### config.mk
export PLATFORM = sky130hd
export DESIGN_NAME = serial_frame_receiver_top
export DESIGN_NICKNAME = d
export VERILOG_FILES = /design/src/rtl/sfr_pkg.sv /design/src/rtl/serial_frame_receiver_top.sv /design/src/rtl/sfr_cfg.sv /design/src/rtl/sfr_parse.sv /design/src/rtl/sfr_out.sv
export VERILOG_INCLUDE_DIRS = /design/src /design/src/rtl
export SDC_FILE = /design/constraint.sdc
export NUM_CORES = 1
export LEC_CHECK = 0
export ABC_AREA = 1
export BUFFER_PORTS_ARGS = -buffer_cell sky130_fd_sc_hd__buf_2
export CAP_MARGIN = 20
export CORE_MARGIN = 10
export CORE_UTILIZATION = 54
export DETAILED_ROUTE_END_ITERATION = 10
export PLACE_DENSITY = 0.81
export SLEW_MARGIN = 15
export SYNTH_ARGS = -nofsm -noshare
export SYNTH_HDL_FRONTEND = slang
export SYNTH_SLANG_ARGS = --single-unit
### constraint.sdc
create_clock -name clk -period 5.2 [get_ports clk]
set_input_delay 0.78 -clock clk [delete_from_list [all_inputs] [get_ports clk]]
set_output_delay 0.78 -clock clk [all_outputs]
set_load 0.05 [all_outputs]
### src/rtl/serial_frame_receiver_top_macros.svh
// Assertion macros shared by the serial frame receiver RTL.
// Depends on nothing; define SYNTH to compile the checks out.
`ifndef SERIAL_FRAME_RECEIVER_TOP_MACROS_SVH
`define SERIAL_FRAME_RECEIVER_TOP_MACROS_SVH
`ifndef SYNTH
`define SFR_ASSERT(lbl, clk, rst, prop, msg) \
  lbl: assert property (@(posedge clk) disable iff (rst) prop) else $error(msg);
`define SFR_ASSERT_NORST(lbl, clk, prop, msg) \
  lbl: assert property (@(posedge clk) prop) else $error(msg);
`else
`define SFR_ASSERT(lbl, clk, rst, prop, msg)
`define SFR_ASSERT_NORST(lbl, clk, prop, msg)
`endif
`endif

### src/rtl/sfr_pkg.sv
// Types and constants of the serial frame receiver.
// Used by every module of the block; depends on nothing.
package sfr_pkg;

  localparam int unsigned CfgIdxW = 2;

  localparam logic [CfgIdxW-1:0] CFG_SYNC    = 2'd0;
  localparam logic [CfgIdxW-1:0] CFG_VERSION = 2'd1;
  localparam logic [CfgIdxW-1:0] CFG_MAX_LEN = 2'd2;

  localparam logic [7:0]  SYNC_RESET    = 8'hFF;
  localparam logic [7:0]  VERSION_RESET = 8'hFE;
  localparam logic [15:0] MAX_LEN_RESET = 16'd512;

  localparam logic [2:0] KIND_PAYLOAD  = 3'd0;
  localparam logic [2:0] KIND_GOOD     = 3'd1;
  localparam logic [2:0] KIND_LEN_BAD  = 3'd2;
  localparam logic [2:0] KIND_TOO_LONG = 3'd3;
  localparam logic [2:0] KIND_DATA_BAD = 3'd4;

  typedef enum logic [8:0] {
    PH_HUNT      = 9'b000000001,
    PH_VERSION   = 9'b000000010,
    PH_LEN_LO    = 9'b000000100,
    PH_LEN_HI    = 9'b000001000,
    PH_LEN_CSUM  = 9'b000010000,
    PH_TOPIC_LO  = 9'b000100000,
    PH_TOPIC_HI  = 9'b001000000,
    PH_PAYLOAD   = 9'b010000000,
    PH_DATA_CSUM = 9'b100000000
  } phase_t;

  typedef struct packed {
    logic [7:0]  sync_byte;
    logic [7:0]  version_byte;
    logic [15:0] max_payload_length;
  } cfg_t;

  typedef struct packed {
    logic [2:0]  kind;
    logic [15:0] msg_topic;
    logic [7:0]  payload_byte;
    logic [15:0] byte_index;
    logic [15:0] payload_length;
  } result_t;

endpackage

### src/rtl/serial_frame_receiver_top.sv
// Serial frame receiver: one received byte per beat in, payload bytes and frame status out.
// Results are registered: in the result register, or in its skid entry while output stalls.
// Throughput: one byte per cycle; rx_stall rises only when the result register and its
// skid entry are both occupied. Synchronous active-high reset returns to the sync hunt
// and loads the register defaults (sync 0xFF, version 0xFE, max length 512).
module serial_frame_receiver_top import sfr_pkg::*; (
  input  logic               clk,
  input  logic               rst,
  input  logic               rx_valid,
  output logic               rx_stall,
  input  logic [7:0]         rx_byte,
  output logic               out_valid,
  input  logic               out_stall,
  output logic [2:0]         kind,
  output logic [15:0]        msg_topic,
  output logic [7:0]         payload_byte,
  output logic [15:0]        byte_index,
  output logic [15:0]        payload_length,
  input  logic               cfg_valid,
  output logic               cfg_ready,
  input  logic [CfgIdxW-1:0] cfg_index,
  input  logic [15:0]        cfg_data
);

  cfg_t    cfg;
  logic    accept;
  logic    res_valid;
  result_t res;
  logic    full;
  result_t out_data;

  assign rx_stall = full;
  assign accept   = rx_valid && !rx_stall;

  sfr_cfg u_cfg (
    .clk       (clk),
    .rst       (rst),
    .cfg_valid (cfg_valid),
    .cfg_ready (cfg_ready),
    .cfg_index (cfg_index),
    .cfg_data  (cfg_data),
    .cfg       (cfg)
  );

  sfr_parse u_parse (
    .clk       (clk),
    .rst       (rst),
    .accept    (accept),
    .rx_byte   (rx_byte),
    .cfg       (cfg),
    .res_valid (res_valid),
    .res       (res)
  );

  sfr_out u_out (
    .clk       (clk),
    .rst       (rst),
    .push      (accept && res_valid),
    .push_data (res),
    .full      (full),
    .out_valid (out_valid),
    .out_stall (out_stall),
    .out_data  (out_data)
  );

  assign kind           = out_data.kind;
  assign msg_topic      = out_data.msg_topic;
  assign payload_byte   = out_data.payload_byte;
  assign byte_index     = out_data.byte_index;
  assign payload_length = out_data.payload_length;

endmodule

### src/rtl/sfr_cfg.sv
// Configuration registers of the serial frame receiver.
// Depends on sfr_pkg for the register indexes and reset values.
module sfr_cfg import sfr_pkg::*; (
  input  logic               clk,
  input  logic               rst,
  input  logic               cfg_valid,
  output logic               cfg_ready,
  input  logic [CfgIdxW-1:0] cfg_index,
  input  logic [15:0]        cfg_data,
  output cfg_t               cfg
);

  assign cfg_ready = 1'b1;

  always_ff @(posedge clk) begin
    if (rst) begin
      cfg.sync_byte          <= SYNC_RESET;
      cfg.version_byte       <= VERSION_RESET;
      cfg.max_payload_length <= MAX_LEN_RESET;
    end else if (cfg_valid && cfg_ready) begin
      case (cfg_index)
        CFG_SYNC:    cfg.sync_byte          <= cfg_data[7:0];
        CFG_VERSION: cfg.version_byte       <= cfg_data[7:0];
        CFG_MAX_LEN: cfg.max_payload_length <= cfg_data;
        default: ;  // index beyond the list: drop
      endcase
    end
  end

endmodule

### src/rtl/sfr_parse.sv
// Frame parser state machine: takes one byte per beat, forms zero or one result.
// Depends on sfr_pkg and the assertion macros header.
`include "serial_frame_receiver_top_macros.svh"
module sfr_parse import sfr_pkg::*; (
  input  logic       clk,
  input  logic       rst,
  input  logic       accept,
  input  logic [7:0] rx_byte,
  input  cfg_t       cfg,
  output logic       res_valid,
  output result_t    res
);

  phase_t      phase, phase_next;
  logic [7:0]  length_low_held, length_low_held_next;
  logic [15:0] frame_length, frame_length_next;
  logic [15:0] frame_topic, frame_topic_next;
  logic [15:0] bytes_seen, bytes_seen_next;
  logic [7:0]  running_sum, running_sum_next;

  logic [7:0]  len_csum;
  logic [7:0]  data_csum;
  logic [15:0] seen_inc;
  logic [7:0]  sum_inc;

  assign len_csum  = ~(frame_length[15:8] + frame_length[7:0]);
  assign data_csum = ~running_sum;
  assign seen_inc  = bytes_seen + 16'd1;
  assign sum_inc   = running_sum + rx_byte;

  always_comb begin
    phase_next           = phase;
    length_low_held_next = length_low_held;
    frame_length_next    = frame_length;
    frame_topic_next     = frame_topic;
    bytes_seen_next      = bytes_seen;
    running_sum_next     = running_sum;
    res_valid            = 1'b0;
    res.kind             = KIND_PAYLOAD;
    res.msg_topic        = 16'd0;
    res.payload_byte     = 8'd0;
    res.byte_index       = 16'd0;
    res.payload_length   = frame_length;
    case (phase)
      PH_VERSION: begin
        if (rx_byte == cfg.version_byte) begin
          phase_next = PH_LEN_LO;
        end else if (rx_byte == cfg.sync_byte) begin
          phase_next = PH_VERSION;
        end else begin
          phase_next = PH_HUNT;
        end
      end
      PH_LEN_LO: begin
        length_low_held_next = rx_byte;
        phase_next           = PH_LEN_HI;
      end
      PH_LEN_HI: begin
        frame_length_next = {rx_byte, length_low_held};
        frame_topic_next  = 16'd0;
        phase_next        = PH_LEN_CSUM;
      end
      PH_LEN_CSUM: begin
        phase_next = PH_HUNT;
        if (rx_byte != len_csum) begin
          res_valid = 1'b1;
          res.kind  = KIND_LEN_BAD;
        end else if (frame_length > cfg.max_payload_length) begin
          res_valid = 1'b1;
          res.kind  = KIND_TOO_LONG;
        end else begin
          phase_next = PH_TOPIC_LO;
        end
      end
      PH_TOPIC_LO: begin
        frame_topic_next = {8'd0, rx_byte};
        running_sum_next = rx_byte;
        phase_next       = PH_TOPIC_HI;
      end
      PH_TOPIC_HI: begin
        frame_topic_next = {rx_byte, frame_topic[7:0]};
        running_sum_next = sum_inc;
        bytes_seen_next  = 16'd0;
        phase_next       = (frame_length == 16'd0) ? PH_DATA_CSUM : PH_PAYLOAD;
      end
      PH_PAYLOAD: begin
        res_valid        = 1'b1;
        res.kind         = KIND_PAYLOAD;
        res.msg_topic    = frame_topic;
        res.payload_byte = rx_byte;
        res.byte_index   = bytes_seen;
        running_sum_next = sum_inc;
        bytes_seen_next  = seen_inc;
        if (seen_inc >= frame_length) begin
          phase_next = PH_DATA_CSUM;
        end
      end
      PH_DATA_CSUM: begin
        res_valid     = 1'b1;
        res.kind      = (rx_byte == data_csum) ? KIND_GOOD : KIND_DATA_BAD;
        res.msg_topic = frame_topic;
        phase_next    = PH_HUNT;
      end
      default: begin
        // hunt, and any stray code
        phase_next = (rx_byte == cfg.sync_byte) ? PH_VERSION : PH_HUNT;
      end
    endcase
  end

  always_ff @(posedge clk) begin
    if (rst) begin
      phase           <= PH_HUNT;
      length_low_held <= 8'd0;
      frame_length    <= 16'd0;
      frame_topic     <= 16'd0;
      bytes_seen      <= 16'd0;
      running_sum     <= 8'd0;
    end else if (accept) begin
      phase           <= phase_next;
      length_low_held <= length_low_held_next;
      frame_length    <= frame_length_next;
      frame_topic     <= frame_topic_next;
      bytes_seen      <= bytes_seen_next;
      running_sum     <= running_sum_next;
    end
  end

  `SFR_ASSERT(a_payload_nonempty, clk, rst, phase == PH_PAYLOAD |-> frame_length != 16'd0, "payload phase with zero length")
  `SFR_ASSERT(a_index_in_range, clk, rst, phase == PH_PAYLOAD |-> bytes_seen < frame_length, "payload index beyond declared length")
  `SFR_ASSERT(a_csum_ends_frame, clk, rst, accept && phase == PH_DATA_CSUM |=> phase == PH_HUNT, "no return to hunt after data checksum")

endmodule

### src/rtl/sfr_out.sv
// Result register with one skid entry between the parser and the output channel.
// Depends on sfr_pkg and the assertion macros header.
`include "serial_frame_receiver_top_macros.svh"
module sfr_out import sfr_pkg::*; (
  input  logic    clk,
  input  logic    rst,
  input  logic    push,
  input  result_t push_data,
  output logic    full,
  output logic    out_valid,
  input  logic    out_stall,
  output result_t out_data
);

  logic    skid_valid;
  result_t skid_data;

  assign full = skid_valid;

  always_ff @(posedge clk) begin
    if (rst) begin
      out_valid  <= 1'b0;
      skid_valid <= 1'b0;
    end else if (out_valid && out_stall) begin
      // hold the head beat, park a new one in the skid entry
      if (push) begin
        skid_valid <= 1'b1;
      end
    end else if (skid_valid) begin
      out_valid  <= 1'b1;
      skid_valid <= 1'b0;
    end else begin
      out_valid <= push;
    end
  end

  always_ff @(posedge clk) begin
    if (out_valid && out_stall) begin
      if (push) begin
        skid_data <= push_data;
      end
    end else if (skid_valid) begin
      out_data <= skid_data;
    end else if (push) begin
      out_data <= push_data;
    end
  end

  `SFR_ASSERT(a_no_push_when_full, clk, rst, push |-> !skid_valid, "beat pushed into a full skid entry")
  `SFR_ASSERT(a_skid_behind_head, clk, rst, skid_valid |-> out_valid, "skid entry holds a beat with no head beat")
  `SFR_ASSERT(a_skid_drains, clk, rst, skid_valid && !out_stall |=> !skid_valid, "skid entry did not drain")

endmodule

# Word-level counts from Yosys, hierarchy flattened
# Cells that the tools add are included.
totals:
  regBits: 225
  in_bits: 31
  output_inout_bits: 62
  wordCells: 94
classes:
  addsub: 3
  n_lt_le_gt_ge: 2
  eq_ne: 15
  mux: 22
  bitwise_logic: 4
  reduce_logical: 26
ops:
  columns: ["cell", "count"]
  rows:
  - ["$mux 59", 2]
  - ["$pmux 9 s8", 1]
  - ["$pmux 16 s3", 1]
  - ["$pmux 16 s2", 1]
  - ["$mux 9", 3]
  - ["$eq 8x8->1", 3]
  - ["$mux 24", 1]
  - ["$reduce_and 2->1", 11]
  - ["$add 16x1->16 const B", 1]
  - ["$add 8x8->8", 2]
  - ["$ge 16x16->1", 1]
  - ["$gt 16x16->1", 1]
  - ["$logic_not 16->1", 1]
  - ["$mux 16", 1]
  - ["$not 8->8", 2]
  - ["$pmux 8 s2", 1]
  - ["$mux 6", 2]
  - ["$eq 9x2->1 const B", 1]
  - ["$eq 9x3->1 const B", 1]
  - ["$eq 9x4->1 const B", 1]
  - ["$eq 9x5->1 const B", 1]
  - ["$eq 9x6->1 const B", 1]
  - ["$eq 9x7->1 const B", 1]
  - ["$eq 9x8->1 const B", 1]
  - ["other kinds (18)", 30]

# Longest topological paths before layout
depth:
  word_depth: 8
  mapped_depth: 21
  mapped_depth_nobuf: 21

# Hierarchy
# Synthesis repeated with hierarchy kept, for this count alone.
unflattened:
  cells_unflattened: 1348
  hier_area_um2: 11483.5
by_module_without_submodules:
  columns: ["module", "instances", "cells_per_inst", "area_per_inst_um2", "seq_area_each_um2"]
  rows:
  - ["sfr_parse", 1, 847, 5506.5, 1461.4]
  - ["sfr_out", 1, 318, 4652.0, 3583.4]
  - ["sfr_cfg", 1, 178, 1301.2, 640.6]
  - ["serial_frame_receiver_top", 1, 5, 23.8, 0.0]

# Least setup slack after synthesis
# Ideal clock, no wire load.
synth_timing:
  kind: "reg-to-reg"
  from: "register u_parse.frame_length[0]"
  to: "register u_out.out_data[0] (netlist name)"
  setup_ns: 0.495
  arrival_ns: 4.651
  required_time_ns: 4.705
  setup_slack_ns: 0.053
  path_stages_with_launch: 17
  n_path_buf: 0
  period_less_slack_ns: 5.147
  path_cell_list: "dfxtp_1 -> ha_1 -> inv_1 -> fa_1 -> inv_1 -> nand3_1 -> nand2_1 -> nand2_1 -> nand2_1 -> nand2_1 -> nand3_1 -> nor2_1 -> nand3_1 -> nand2_1 -> nand2_1 -> nand2_1 -> a21oi_1"
synth_via:
  elab_chain_len: 8
  elab_cells_between_ends: 10
  cone_classes: "add/sub: 1; order compare: 1; eq/ne: 1; mux: 3; bitwise: 1; reduce/logical: 3"
synth_rtl:
  columns: ["item", "line_no", "text"]
  rows:
  - ["from (decl)", "sfr_parse.sv:16", "logic [15:0] frame_length, frame_length_next;"]
  - ["from (signal assigned)", "sfr_parse.sv:122", "frame_length <= frame_length_next;"]
  - ["$add 8x8->8", "sfr_parse.sv:26", "assign len_csum = ~(frame_length[15:8] + frame_length[7:0]);"]
  - ["$not 8->8", "sfr_parse.sv:26", null]
  - ["$ne 8x8->1", "sfr_parse.sv:65", "if (rx_byte != len_csum) begin"]
  - ["$mux 1 (*)", "sfr_parse.sv:65", null]
  - ["$pmux 1 s2 (*)", "sfr_parse.sv:44", "case (phase)"]
  - ["$logic_and 1x1->1 (*)", "serial_frame_receiver_top.sv:58", ".push (accept && res_valid),"]
  - ["$reduce_bool 2->1 (no line) (*)", null, null]
  - ["$reduce_and 2->1 (no line) (*)", null, null]
# Every way passes the cells marked *; elsewhere a longest branch is shown, timed or not.
# A chain may end at the register's enable or synchronous reset.

# Final worst setup path
layout_timing:
  from: "register u_parse.frame_length[8]"
  to: "register u_out.skid_data[17] in the netlist's numbering, enable pin"
layout_via:
  elab_chain_len: 7
  elab_cells_between_ends: 9
  cone_classes: "add/sub: 1; order compare: 1; eq/ne: 1; mux: 3; bitwise: 1; reduce/logical: 2"
layout_rtl:
  columns: ["item", "line_no", "text"]
  rows:
  - ["$add 8x8->8", "sfr_parse.sv:26", null]
  - ["$not 8->8", "sfr_parse.sv:26", null]
  - ["$ne 8x8->1", "sfr_parse.sv:65", null]
  - ["$mux 1 (*)", "sfr_parse.sv:65", null]
  - ["$pmux 1 s2 (*)", "sfr_parse.sv:44", null]
  - ["$logic_and 1x1->1 (*)", "serial_frame_receiver_top.sv:58", null]
  - ["$reduce_and 2->1 (no line) (*)", null, null]
  - ["to (signal assigned)", "sfr_out.sv:40", "skid_data <= push_data;"]
  - ["to (decl)", "sfr_out.sv:16", "result_t skid_data;"]
# Marked as above.

==> summary.md <==
| Metric | Value |
|---|---|
| Input/output buffers | 91 |
| Post-synth EDFFs | 118 |
| DP Wirelength | 19770 um |
| Via/cell ratio | 5.381 |
| ANT cells | 0 |
| Mapped Cells | 1302 |
| Cell with the most instances after synthesis | nand2_1 |
| Min Hold Slack | 0.4403 ns |
| Fmax | roughly 280 MHz |
| Clock latency on the worst-skew pair | ~0.53 ns |
| Register area | about 5700 um2 |
| WL/cell | 16.44 um |
| Synth Flop Type | edfxtp_1 |
| Crit path required time | 5.41 ns |
| Seq/Total Area, Yosys | approximately half |
| Async set-reset flop share out of synthesis | 0% |
| Gpl congestion | 0.9649 |
| Worst EP arrival | 3.80 ns |
| DRT Wirelength | 27350 um |
| Initial DRC Count | 775 |
| Critical-path cell list | ha_1, inv_1, fa_1, inv_1, nand3_1, nand2_1, nand2_1, nand2_1, nand2_1, nand3_1, nor3_1, nand4_1, nand2_1, nand2_1, nand2_1, nor2_4, buf_4 |
| Core area | 20170 um2 |
| Leakage Power | 5.096 nW |
| Die H | 163.1 um |
| Synth Area per Inst | 8.494 um2 |
| Tcrit/Tclk final | 69.00% |
| P_int | about 2.9 mW |
| Met3 wire length | 2109 um |
| # fillers | 1698 |
| Die area | 26600 um2 |
| Multi-input logic area | 4526 um2 |
| Nets@finish | 1457 |
| Compound-cell area share of the yosys netlist | 11.06% |
| Setup-failing EPs final | 0 |
| Sw Share | 22.24% |
| Top post-synthesis cells by area | edfxtp_1, dfxtp_1, nand2_1 |
| Crit path max-delay cell type | nor2_4 |
| Area grow syn2layout | 12.93% |
| Synth warn | 0 |
| Largest net degree at the start of global routing | 77 |
| #FFs+latches synth | 225 |
| P per Cell Area | around 300 nW/um2 |
| Critical Path Max Stage Delay | 0.82 ns |
| Root Buffer | clkbuf_16 |
| Adder-Cell Fraction of Synth Area | 5.679% |
| Cell mode on critical path | nand2_1 |
| Synthesized area | 11060 um2 |
| # resized after CTS | 0 |
| Postcts setup bufs | 0 |
| GRT Overall Usage | 20.25% |
| Setup Skew | 0.02497 ns |
| Worst hold path class | reg2reg |
| Htree depth | 1 |
| DR vias | just under 9000 |
| Initial Util | 54.83% |
| DRT Pass-1 Iters | 5 |
| Synth Area in XOR/XNOR | approximately 2.5% |
| Crit path kind | reg2reg |
| Routed Antenna Nets | 0 |
| Num rows | 52 |
| Final worst path period need | 3.588 ns |
| Number of CTS-inserted buffers | 24 |
| Post-synth top area share | 32.04% |
| RSZ-0062 raised after global routing | false |
| First-pass GRT wire length | 44100 um |
| Yosys cell types | between 50 and 60 |
| Crit end category | flop |
| # IOs | 93 |
| Multiplexer area fraction after synthesis | 0% |
| Finished Core Util | 61.92% |
| Max Slew Vio Count | 0 |
| Yosys top cell by area | edfxtp_1 |
| Slew @ Worst Pin | 1.074 ns |
| Clock Tree Buf Depth | 3 |
| # hold bufs at CTS | 0 |
| Die X | roughly 160 um |
| Max-cap violations | 0 |
| Top cells by count, synth | nand2_1, inv_1, edfxtp_1, dfxtp_1, a21oi_1 |
| Crit path setup slack, layout | 1.612 ns |
| Share of cells above drive strength 1 | about an eighth |
| Logic gate share of total power | 5.4% |
| Critical path's top delay family | simple AND/OR/NAND/NOR gates |
| Design area | 12490 um2 |
| Post-DP Area | approximately 12000 um2 |
| Syn Nets | about 1400 |
| Setup TNS | 0 ns |
| Clock tree from TritonCTS | built |
| Clk slew on worst S/H paths | approximately 0.070 ns |
| Initial antenna violation count | 0 |
| Max IR drop VDD | approximately 230 uV |
| Number of global-route vias before repair | 8599 |
| Fraction of the mapped netlist area in simple logic gates | between 20% and 30% |
| Place WS | 1.680 ns |
| Clock share of power | between 40% and 50% |
| Reg power frac | 50.0% |
| Met2 routed WL | about 13000 um |
| Slew Limit Headroom | 28.24% |
| Gr ovfl total | 0 |
| Largest family of logic cells by synthesized area | simple AND/OR/NAND/NOR gates |
| Buffers plus inverters on the worst setup path | 3 |
| CP Max Fanout | 37 |
| DRC errors left | 0 |
| Final hold vios | 0 |
| Switch Pwr | 0.8407 mW |
| Uppermost layer routed | met4 |
| Routed length on met1 | around 12000 um |
| Clock sinks | 225 |
| Status | complete, no violations |
| Critical Path Start Type | flop |
tightest hold or removal path, delay by kind of cell (launching register included):
family          cells  cell delay, ns
flops               1            0.30
compound gates      1            0.05
buf+inv             1            0.04
final cells by class:
class / count / area share (%)
sequential: 225 / 45.53
inverter: 169 / 5.119
multi-input combinational: 858 / 36.24
timing repair buffer: 99 / 4.127
tap: 270 / 2.705
clock inverter: 11 / 0.9016
clock buffer: 32 / 5.380
cell usage in the layout (no fill, tap or decap), types with 18 or more instances in the layout:
master and n:
nand2_1 350, inv_1 159, edfxtp_1 118, dfxtp_1 106
a21oi_1 102, buf_2 91, o21ai_0 86, nor2_1 83
ha_1 47, nand3_1 43, clkbuf_16 25, xor2_1 21
nand4_1 19, nor3_1 18
cells by family (layout without fill, tap and decap cells):
logic type | after synthesis | in the layout
AND/OR/NAND/NOR | 550 | 550
buffers and inverters | 219 | 311
XOR/XNOR | 32 | 32
flip-flops | 225 | 225
adder cells (fa/ha/maj) | 49 | 49
other | 1 | 1
AO/OA/AOI/OAI | 226 | 226
layer usage:
layer  vias to the layer above  track usage [%]
met5                         -                0
met1                      4148            26.48
li1                       4435                -
met4                         0            5.533
met2                       328            33.57
met3                        43            4.002
state kept, by name, summed over array words and instances, names as in the netlist:
signal,cells
u_cfg.cfg,32
u_out.full,1
u_out.out_data,59
u_out.out_valid,1
u_out.skid_data,59
u_parse.bytes_seen,16
u_parse.frame_length,16
u_parse.frame_topic,16
u_parse.length_low_held,8
u_parse.phase,9
u_parse.running_sum,8
metrics by stage:
step           cells  total power, mW
4_1_cts         1664            3.802
6_report        1664            3.780
5_1_grt         1664            3.903
3_3_place_gp    1621            2.122
2_1_floorplan   1302            2.071
3_5_place_dp    1621            2.128
power by group through the flow:
| stage | logic [mW] | registers, mW | clock network, mW |
|---|---|---|---|
| global route | 0.226 | 1.89 | 1.79 |
| floorplan | 0.130 | 1.94 | 0 |
| detailed placement | 0.200 | 1.93 | 0 |
| finish | 0.202 | 1.89 | 1.69 |
| global placement | 0.196 | 1.93 | 0 |
| CTS | 0.201 | 1.89 | 1.71 |
worst paths after layout:
| path | startpoint | to | slack, ns | cells past startpoint |
|---|---|---|---|---|
| worst max-delay path | u_parse.frame_length[8] | u_out.skid_data[17] | 1.61 | 17 |
| worst min-delay path | u_parse.length_low_held[6] | u_parse.length_low_held[6] | 0.44 | 2 |
| worst max register to register | u_parse.frame_length[8] | u_out.skid_data[17] | 1.61 | 17 |
| worst min register to register | u_parse.length_low_held[6] | u_parse.length_low_held[6] | 0.44 | 2 |
Power figures use the tool's default switching activity.
